$ cat config.mk
export PLATFORM = sky130hd
export DESIGN_NAME = dual_servo_pulse_generator_core
export DESIGN_NICKNAME = d
export VERILOG_FILES = /design/src/dspg_pkg.sv /design/src/dspg_apb_regs.sv /design/src/dspg_core.sv /design/src/dual_servo_pulse_generator_core.sv
export SDC_FILE = /design/constraint.sdc
export NUM_CORES = 1
export LEC_CHECK = 0
export ABC_AREA = 1
export BUFFER_PORTS_ARGS = -buffer_cell sky130_fd_sc_hd__buf_4
export CELL_PAD_IN_SITES_DETAIL_PLACEMENT = 0
export CELL_PAD_IN_SITES_GLOBAL_PLACEMENT = 1
export CORE_MARGIN = 2
export CORE_UTILIZATION = 47
export CTS_CLUSTER_DIAMETER = 120
export CTS_CLUSTER_SIZE = 16
export DETAILED_ROUTE_END_ITERATION = 8
export PLACE_DENSITY_LB_ADDON = 0.08
export SLEW_MARGIN = 10
export SYNTH_ARGS = -nofsm -noshare
export SYNTH_HDL_FRONTEND = slang
export SYNTH_SLANG_ARGS = --single-unit
$ cat constraint.sdc
create_clock -name clk -period 5.6 [get_ports clk]
set_input_delay 1.4 -clock clk [delete_from_list [all_inputs] [get_ports clk]]
set_output_delay 1.4 -clock clk [all_outputs]
set_load 0.1 [all_outputs]
$ cat src/dspg_pkg.sv
// Package for the dual servo pulse generator.
// Holds operation, phase and register codes, reset values and shared structs.
// No dependencies.
package dspg_pkg;

	localparam int unsigned RELOAD_W = 16;
	localparam int unsigned POS_W    = 8;

	typedef enum logic [1:0] {
		OP_TICK = 2'd0,
		OP_SET  = 2'd1,
		OP_ADD  = 2'd2,
		OP_SUB  = 2'd3
	} op_t;

	typedef enum logic [1:0] {
		PH_GAP   = 2'd0,
		PH_LEFT  = 2'd1,
		PH_RIGHT = 2'd2
	} phase_t;

	typedef enum logic [1:0] {
		REG_MAX_POSITION = 2'd0,
		REG_FRAME_GAP    = 2'd1,
		REG_LEFT_BASE    = 2'd2,
		REG_RIGHT_BASE   = 2'd3
	} reg_idx_t;

	localparam logic [POS_W-1:0]    RST_MAX_POSITION = 8'd250;
	localparam logic [RELOAD_W-1:0] RST_FRAME_GAP    = 16'd50000;
	localparam logic [RELOAD_W-1:0] RST_LEFT_BASE    = 16'd2500;
	localparam logic [RELOAD_W-1:0] RST_RIGHT_BASE   = 16'd5000;
	localparam logic [POS_W-1:0]    RST_POSITION     = 8'd66;
	localparam logic [RELOAD_W-1:0] RST_TICKS        = 16'd16000;
	localparam logic [RELOAD_W-1:0] RELOAD_MIN       = 16'd1;
	localparam logic [RELOAD_W-1:0] RELOAD_MAX       = 16'hFFFF;

	typedef struct packed {
		logic [POS_W-1:0]    max_position;
		logic [RELOAD_W-1:0] frame_gap;
		logic [RELOAD_W-1:0] left_base;
		logic [RELOAD_W-1:0] right_base;
	} cfg_t;

	typedef struct packed {
		logic             left_pin;
		logic             right_pin;
		logic [POS_W-1:0] position;
		logic             clamped;
	} res_t;

endpackage

$ cat src/dspg_apb_regs.sv
// APB register file for the servo pulse generator configuration.
// Depends on dspg_pkg for register codes, reset values and cfg_t.
module dspg_apb_regs import dspg_pkg::*; (
	input  logic        clk,
	input  logic        arst_n,
	input  logic        psel,
	input  logic        penable,
	input  logic        pwrite,
	input  logic [3:0]  paddr,
	input  logic [31:0] pwdata,
	output logic [31:0] prdata,
	output logic        pready,
	output cfg_t        cfg
);

	cfg_t     cfg_q;
	reg_idx_t idx;
	logic     wr_en;

	assign idx    = reg_idx_t'(paddr[3:2]);
	assign wr_en  = psel && penable && pwrite;
	assign pready = 1'b1;
	assign cfg    = cfg_q;

	always_ff @(posedge clk or negedge arst_n) begin
		if (!arst_n) begin
			cfg_q.max_position <= RST_MAX_POSITION;
			cfg_q.frame_gap    <= RST_FRAME_GAP;
			cfg_q.left_base    <= RST_LEFT_BASE;
			cfg_q.right_base   <= RST_RIGHT_BASE;
		end else if (wr_en) begin
			case (idx)
				REG_MAX_POSITION: cfg_q.max_position <= pwdata[POS_W-1:0];
				REG_FRAME_GAP:    cfg_q.frame_gap    <= pwdata[RELOAD_W-1:0];
				REG_LEFT_BASE:    cfg_q.left_base    <= pwdata[RELOAD_W-1:0];
				REG_RIGHT_BASE:   cfg_q.right_base   <= pwdata[RELOAD_W-1:0];
				default: ;
			endcase
		end
	end

	always_comb begin
		case (idx)
			REG_MAX_POSITION: prdata = {{(32-POS_W){1'b0}}, cfg_q.max_position};
			REG_FRAME_GAP:    prdata = {{(32-RELOAD_W){1'b0}}, cfg_q.frame_gap};
			REG_LEFT_BASE:    prdata = {{(32-RELOAD_W){1'b0}}, cfg_q.left_base};
			REG_RIGHT_BASE:   prdata = {{(32-RELOAD_W){1'b0}}, cfg_q.right_base};
			default:          prdata = '0;
		endcase
	end

endmodule

$ cat src/dspg_core.sv
// Servo state: position saturation, tick countdown and the three-phase frame.
// Depends on dspg_pkg. Computes the next state and result of one transaction.
module dspg_core import dspg_pkg::*; #(
	parameter int unsigned POSITION_SCALE = 8
) (
	input  logic             clk,
	input  logic             arst_n,
	input  logic             step,
	input  op_t              op,
	input  logic [POS_W-1:0] amt,
	input  cfg_t             cfg,
	output res_t             res
);

	localparam int unsigned SCALED_W = POS_W + $clog2(POSITION_SCALE + 1);
	localparam int unsigned SUM_W    = RELOAD_W + 1;

	phase_t              phase_q, phase_d;
	logic [RELOAD_W-1:0] ticks_q, ticks_d;
	logic [POS_W-1:0]    position_q, position_d;
	logic                left_q, left_d;
	logic                right_q, right_d;
	logic                clamped_d;

	logic [SCALED_W-1:0] scaled;
	logic [SUM_W-1:0]    scaled_x;
	logic [SUM_W-1:0]    left_sum;
	logic [RELOAD_W-1:0] left_reload;
	logic [RELOAD_W-1:0] right_reload;
	logic [RELOAD_W-1:0] gap_reload;
	logic [POS_W:0]      add_sum;

	assign scaled   = SCALED_W'(position_q) * SCALED_W'(POSITION_SCALE);
	assign scaled_x = SUM_W'(scaled);
	assign left_sum = {1'b0, cfg.left_base} + scaled_x;
	assign add_sum  = {1'b0, position_q} + {1'b0, amt};

	// clamp every reload to 1..65535
	always_comb begin
		if (left_sum[RELOAD_W])
			left_reload = RELOAD_MAX;
		else if (left_sum[RELOAD_W-1:0] == '0)
			left_reload = RELOAD_MIN;
		else
			left_reload = left_sum[RELOAD_W-1:0];

		if (scaled_x >= {1'b0, cfg.right_base})
			right_reload = RELOAD_MIN;
		else
			right_reload = cfg.right_base - scaled_x[RELOAD_W-1:0];

		gap_reload = (cfg.frame_gap == '0) ? RELOAD_MIN : cfg.frame_gap;
	end

	always_comb begin
		phase_d    = phase_q;
		ticks_d    = ticks_q;
		position_d = position_q;
		left_d     = left_q;
		right_d    = right_q;
		clamped_d  = 1'b0;
		case (op)
			OP_TICK: begin
				if (ticks_q <= RELOAD_MIN) begin
					case (phase_q)
						PH_GAP: begin
							left_d  = 1'b0;
							right_d = 1'b0;
							ticks_d = gap_reload;
							phase_d = PH_LEFT;
						end
						PH_LEFT: begin
							left_d  = 1'b1;
							right_d = 1'b0;
							ticks_d = left_reload;
							phase_d = PH_RIGHT;
						end
						default: begin
							left_d  = 1'b0;
							right_d = 1'b1;
							ticks_d = right_reload;
							phase_d = PH_GAP;
						end
					endcase
				end else begin
					ticks_d = ticks_q - RELOAD_MIN;
				end
			end
			OP_SET: begin
				if (amt > cfg.max_position) begin
					position_d = cfg.max_position;
					clamped_d  = 1'b1;
				end else begin
					position_d = amt;
				end
			end
			OP_ADD: begin
				if (add_sum > {1'b0, cfg.max_position}) begin
					position_d = cfg.max_position;
					clamped_d  = 1'b1;
				end else begin
					position_d = add_sum[POS_W-1:0];
				end
			end
			default: begin
				if (amt > position_q) begin
					position_d = '0;
					clamped_d  = 1'b1;
				end else begin
					position_d = position_q - amt;
				end
			end
		endcase
	end

	always_ff @(posedge clk or negedge arst_n) begin
		if (!arst_n) begin
			phase_q    <= PH_GAP;
			ticks_q    <= RST_TICKS;
			position_q <= RST_POSITION;
			left_q     <= 1'b0;
			right_q    <= 1'b0;
		end else if (step) begin
			phase_q    <= phase_d;
			ticks_q    <= ticks_d;
			position_q <= position_d;
			left_q     <= left_d;
			right_q    <= right_d;
		end
	end

	assign res.left_pin  = left_d;
	assign res.right_pin = right_d;
	assign res.position  = position_d;
	assign res.clamped   = clamped_d;

endmodule

$ cat src/dual_servo_pulse_generator_core.sv
// Dual servo pulse generator, top level.
// Two register stages from input port to output port: the stage-1 input register
// and the result register. Throughput: one transaction per cycle while out_stall
// does not hold the result register; the state update is one short pass (tick
// decrement/compare or 8-bit saturating set, add or subtract) between the two.
// Reset: arst_n clears both stages, loads register defaults, position 66, countdown 16000.
// Depends on dspg_pkg, dspg_apb_regs and dspg_core.
module dual_servo_pulse_generator_core import dspg_pkg::*; #(
	parameter int unsigned POSITION_SCALE = 8
) (
	input  logic        clk,
	input  logic        arst_n,
	input  logic        psel,
	input  logic        penable,
	input  logic        pwrite,
	input  logic [3:0]  paddr,
	input  logic [31:0] pwdata,
	output logic [31:0] prdata,
	output logic        pready,
	input  logic        in_valid,
	output logic        in_stall,
	input  logic [1:0]  operation,
	input  logic [7:0]  amount,
	output logic        out_valid,
	input  logic        out_stall,
	output logic        left_pin,
	output logic        right_pin,
	output logic [7:0]  position,
	output logic        clamped
);

	cfg_t             cfg;
	res_t             res;
	logic             valid_s1;
	op_t              op_s1;
	logic [POS_W-1:0] amt_s1;
	logic             out_valid_q;
	res_t             res_q;
	logic             advance;
	logic             accept;

	dspg_apb_regs u_regs (
		.clk     (clk),
		.arst_n  (arst_n),
		.psel    (psel),
		.penable (penable),
		.pwrite  (pwrite),
		.paddr   (paddr),
		.pwdata  (pwdata),
		.prdata  (prdata),
		.pready  (pready),
		.cfg     (cfg)
	);

	// move the stage-1 transaction into the result register when it is free
	assign advance  = valid_s1 && (!out_valid_q || !out_stall);
	assign in_stall = valid_s1 && !advance;
	assign accept   = in_valid && !in_stall;

	dspg_core #(
		.POSITION_SCALE (POSITION_SCALE)
	) u_core (
		.clk    (clk),
		.arst_n (arst_n),
		.step   (advance),
		.op     (op_s1),
		.amt    (amt_s1),
		.cfg    (cfg),
		.res    (res)
	);

	always_ff @(posedge clk or negedge arst_n) begin
		if (!arst_n) begin
			valid_s1    <= 1'b0;
			out_valid_q <= 1'b0;
		end else begin
			if (accept)
				valid_s1 <= 1'b1;
			else if (advance)
				valid_s1 <= 1'b0;
			if (advance)
				out_valid_q <= 1'b1;
			else if (!out_stall)
				out_valid_q <= 1'b0;
		end
	end

	always_ff @(posedge clk) begin
		if (accept) begin
			op_s1  <= op_t'(operation);
			amt_s1 <= amount;
		end
		if (advance)
			res_q <= res;
	end

	assign out_valid = out_valid_q;
	assign left_pin  = res_q.left_pin;
	assign right_pin = res_q.right_pin;
	assign position  = res_q.position;
	assign clamped   = res_q.clamped;

endmodule
==> run metrics <==
Die Y=133.6 µm; CP Class=input port to output pin; Routed WL per cell=16.70 µm; RSZ-0062 raised after global routing=false; Leak=4.362 nW; Vias/cell=5.262; Die Area=0.01786 mm²; fin. max-slew vios=0; clock buffer count from CTS=9; Nets=1,223; clk_skew=0.007472 ns; post-synthesis cell type count=54; Placement Rows=47; # port buffers=63; maxcap violations=0; Hold Crit Class=flop to flop; Setup Fix Bufs, Post-CTS=0; Highest Clock Rate=236.0 MHz; startpoint types=input port; Worst VDD drop=0.0002538 V; Worst EP required=4.20 ns; initial antenna violation count=0; Core Region=0.01652 mm²; largest net degree at the start of global routing=59; remaining antenna violation count=0; GRT Util Overall=26.06%; drt first pass iters=5; DRT Wirelength=22.40 mm; post-synthesis simple-gate area fraction=28.78%; Adder-Cell Fraction of Synth Area=8.934%; diode count=0; Final Hold Vio Count=0; clk slew on worst S/H paths=0.08 ns; CTS tree=built; post-synthesis register bit count=107; setup violators final=0; Yosys warning count=0; Clock Latency Late Sink=0.36 ns; critical path arrival=2.84 ns; mux contribution to synthesized area=0%; largest family of logic cells by synthesized area=simple AND/OR/NAND/NOR gates; total global routing overflow=0; final hold slack=0.4646 ns; Post-Synth XOR/XNOR Area=2.550%; H-tree level count=3; ratio of cells with drive above 1 in the final layout=14.72%; CP max FO=11; Clock Path Buffers=2; Initial Util=47.80%; area delta synth->final=10.96%; asr flop ratio synth=80.37%; Vias=7,056; Rel. slew slack=27.52%; width of the die=133.6 µm; global-route wire length before repair=36.05 mm; # DRC=0; vias in the first global route=6,568; min Tclk post-route=4.237 ns; top_reg_cell synth=dfrtp_1; crit path capture type=output pin; GPL Wtd Cong=0.9530; num ports=99; number of flops mapped to enable cells by yosys=21; Synth Area in Compound Gates=13.50%; P per Cell Area=500.5 mW/mm²; post-synthesis cell area=0.007899 mm²; cts repair resizes=0; Post-CTS Hold Buffers=0; Cells after Synth=1,067; outcome=finished clean; period utilization=75.65%; syn avg cell area=7.403 µm²; setup_tns=0 ns; Slew @ Worst Pin=1.083 ns; CTS root buf=clkbuf_16; CTS Sinks=107; DRT iter0 DRCs=505; post-synthesis sequential area ratio=35.70%; DP HPWL=17.51 mm
==> through the flow <==
step | setup WS (ns) | cell area, µm² | power, W | instances | util [%]
after floorplan | 0.7131 | 7955 | 0.003176 | 1082 | -
after global placement | 1.366 | 8472 | 0.003723 | 1325 | 51.27
after detailed placement | 1.344 | 8472 | 0.003732 | 1325 | 51.27
after CTS | 1.317 | 8765 | 0.004382 | 1341 | 53.04
after global routing | 1.287 | 8765 | 0.004753 | 1341 | 53.04
final | 1.363 | 8765 | 0.004387 | 1341 | 53.04
==> cells by family (layout without fill, tap and decap cells) <==
kind of cell | Yosys count | after routing
buf+inv | 194 | 233
compound gates | 185 | 185
flops | 107 | 107
simple gates | 502 | 502
xor+xnor | 23 | 23
fa+ha+maj | 54 | 54
other cells | 2 | 17
==> placed cells by master, fill, tap and decap left out, types with 3 or more instances in the layout <==
master,n
a22oi_1,4
ha_1,50
nand3_2,6
inv_6,3
dfrtp_1,56
edfxtp_1,21
inv_1,142
o211ai_1,10
a221oi_1,3
a21oi_1,41
fa_1,4
conb_1,17
o21ai_0,94
nand2_2,15
nor2_1,49
nand3_1,68
a31oi_1,3
nor2_4,3
clkbuf_16,9
dfstp_2,30
o221ai_1,3
nand4_1,21
buf_4,67
nand3b_1,5
o21ai_1,9
nand2_1,302
xor2_1,22
nor3_1,13
o2111ai_1,4
nor2_2,5
inv_2,8
==> synthesized netlist by cell type, types with 18 or more instances <==
cell,count,area share (%)
nand2_1,302,14
inv_1,142,6.7
o21ai_0,94,6.0
nand3_1,68,4.3
dfrtp_1,56,18
ha_1,50,7.9
nor2_1,49,2.3
a21oi_1,41,2.6
dfstp_2,30,10
xor2_1,22,2.4
edfxtp_1,21,8.0
nand4_1,21,1.7
buf_4,18,1.7
clkbuf_1,18,0.86
==> layer usage <==
metal	GRT usage, %	wire length (µm)	vias to the layer above
met2	39.75	9766	155
met3	4.186	1001	23
met4	5.733	364	0
li1	-	-	3566
met1	39.03	11270	3312
met5	0	0	-
==> cell type report <==
class | instances | area, µm²
Clock inverter | 7 | 67.56
Multi-Input combinational cell | 781 | 4310
Tap cell | 220 | 275.3
Clock buffer | 9 | 225.2
Fill cell | 1675 | 7760
Sequential cell | 107 | 2820
Timing Repair Buffer | 67 | 503.0
Inverter | 150 | 563.0
==> sequential cells by signal (all words and copies together) (netlist names), 2 cells and up <==
name	cells
u_core.phase_q	2
u_core.position_q	8
u_core.ticks_q	16
op_s1	2
position	8
u_regs.cfg	56
amt_s1	8
==> worst paths after layout <==
check	startpoint	end	slack, ns	cells after the start
worst min-delay path	valid_s1	out_valid	0.46	2
min in group asynchronous	arst_n	u_core.position_q[3]	1.12	1
worst min register to register	valid_s1	out_valid	0.46	2
max in group asynchronous	arst_n	u_core.ticks_q[9]	3.55	2
worst max register to register	u_core.position_q[1]	position[0]	1.93	18
worst max-delay path	paddr[2]	prdata[1]	1.36	6
==> worst max-delay path: stages <==
cell	delay, ns
buf_4	0.13
nand2_1	0.26
inv_1	0.28
a221oi_1	0.34
a22oi_1	0.14
buf_4	0.28
==> where the power goes <==
group | internal [W] | switching, W | total [W]
sequential | 0.00105 | 0.000276 | 0.00133
combinational | 0.000773 | 0.00165 | 0.00242
clock | 0.000314 | 0.000322 | 0.000636
total | 0.00214 | 0.00225 | 0.00439
Note: power is estimated with default switching activity, not from simulation.
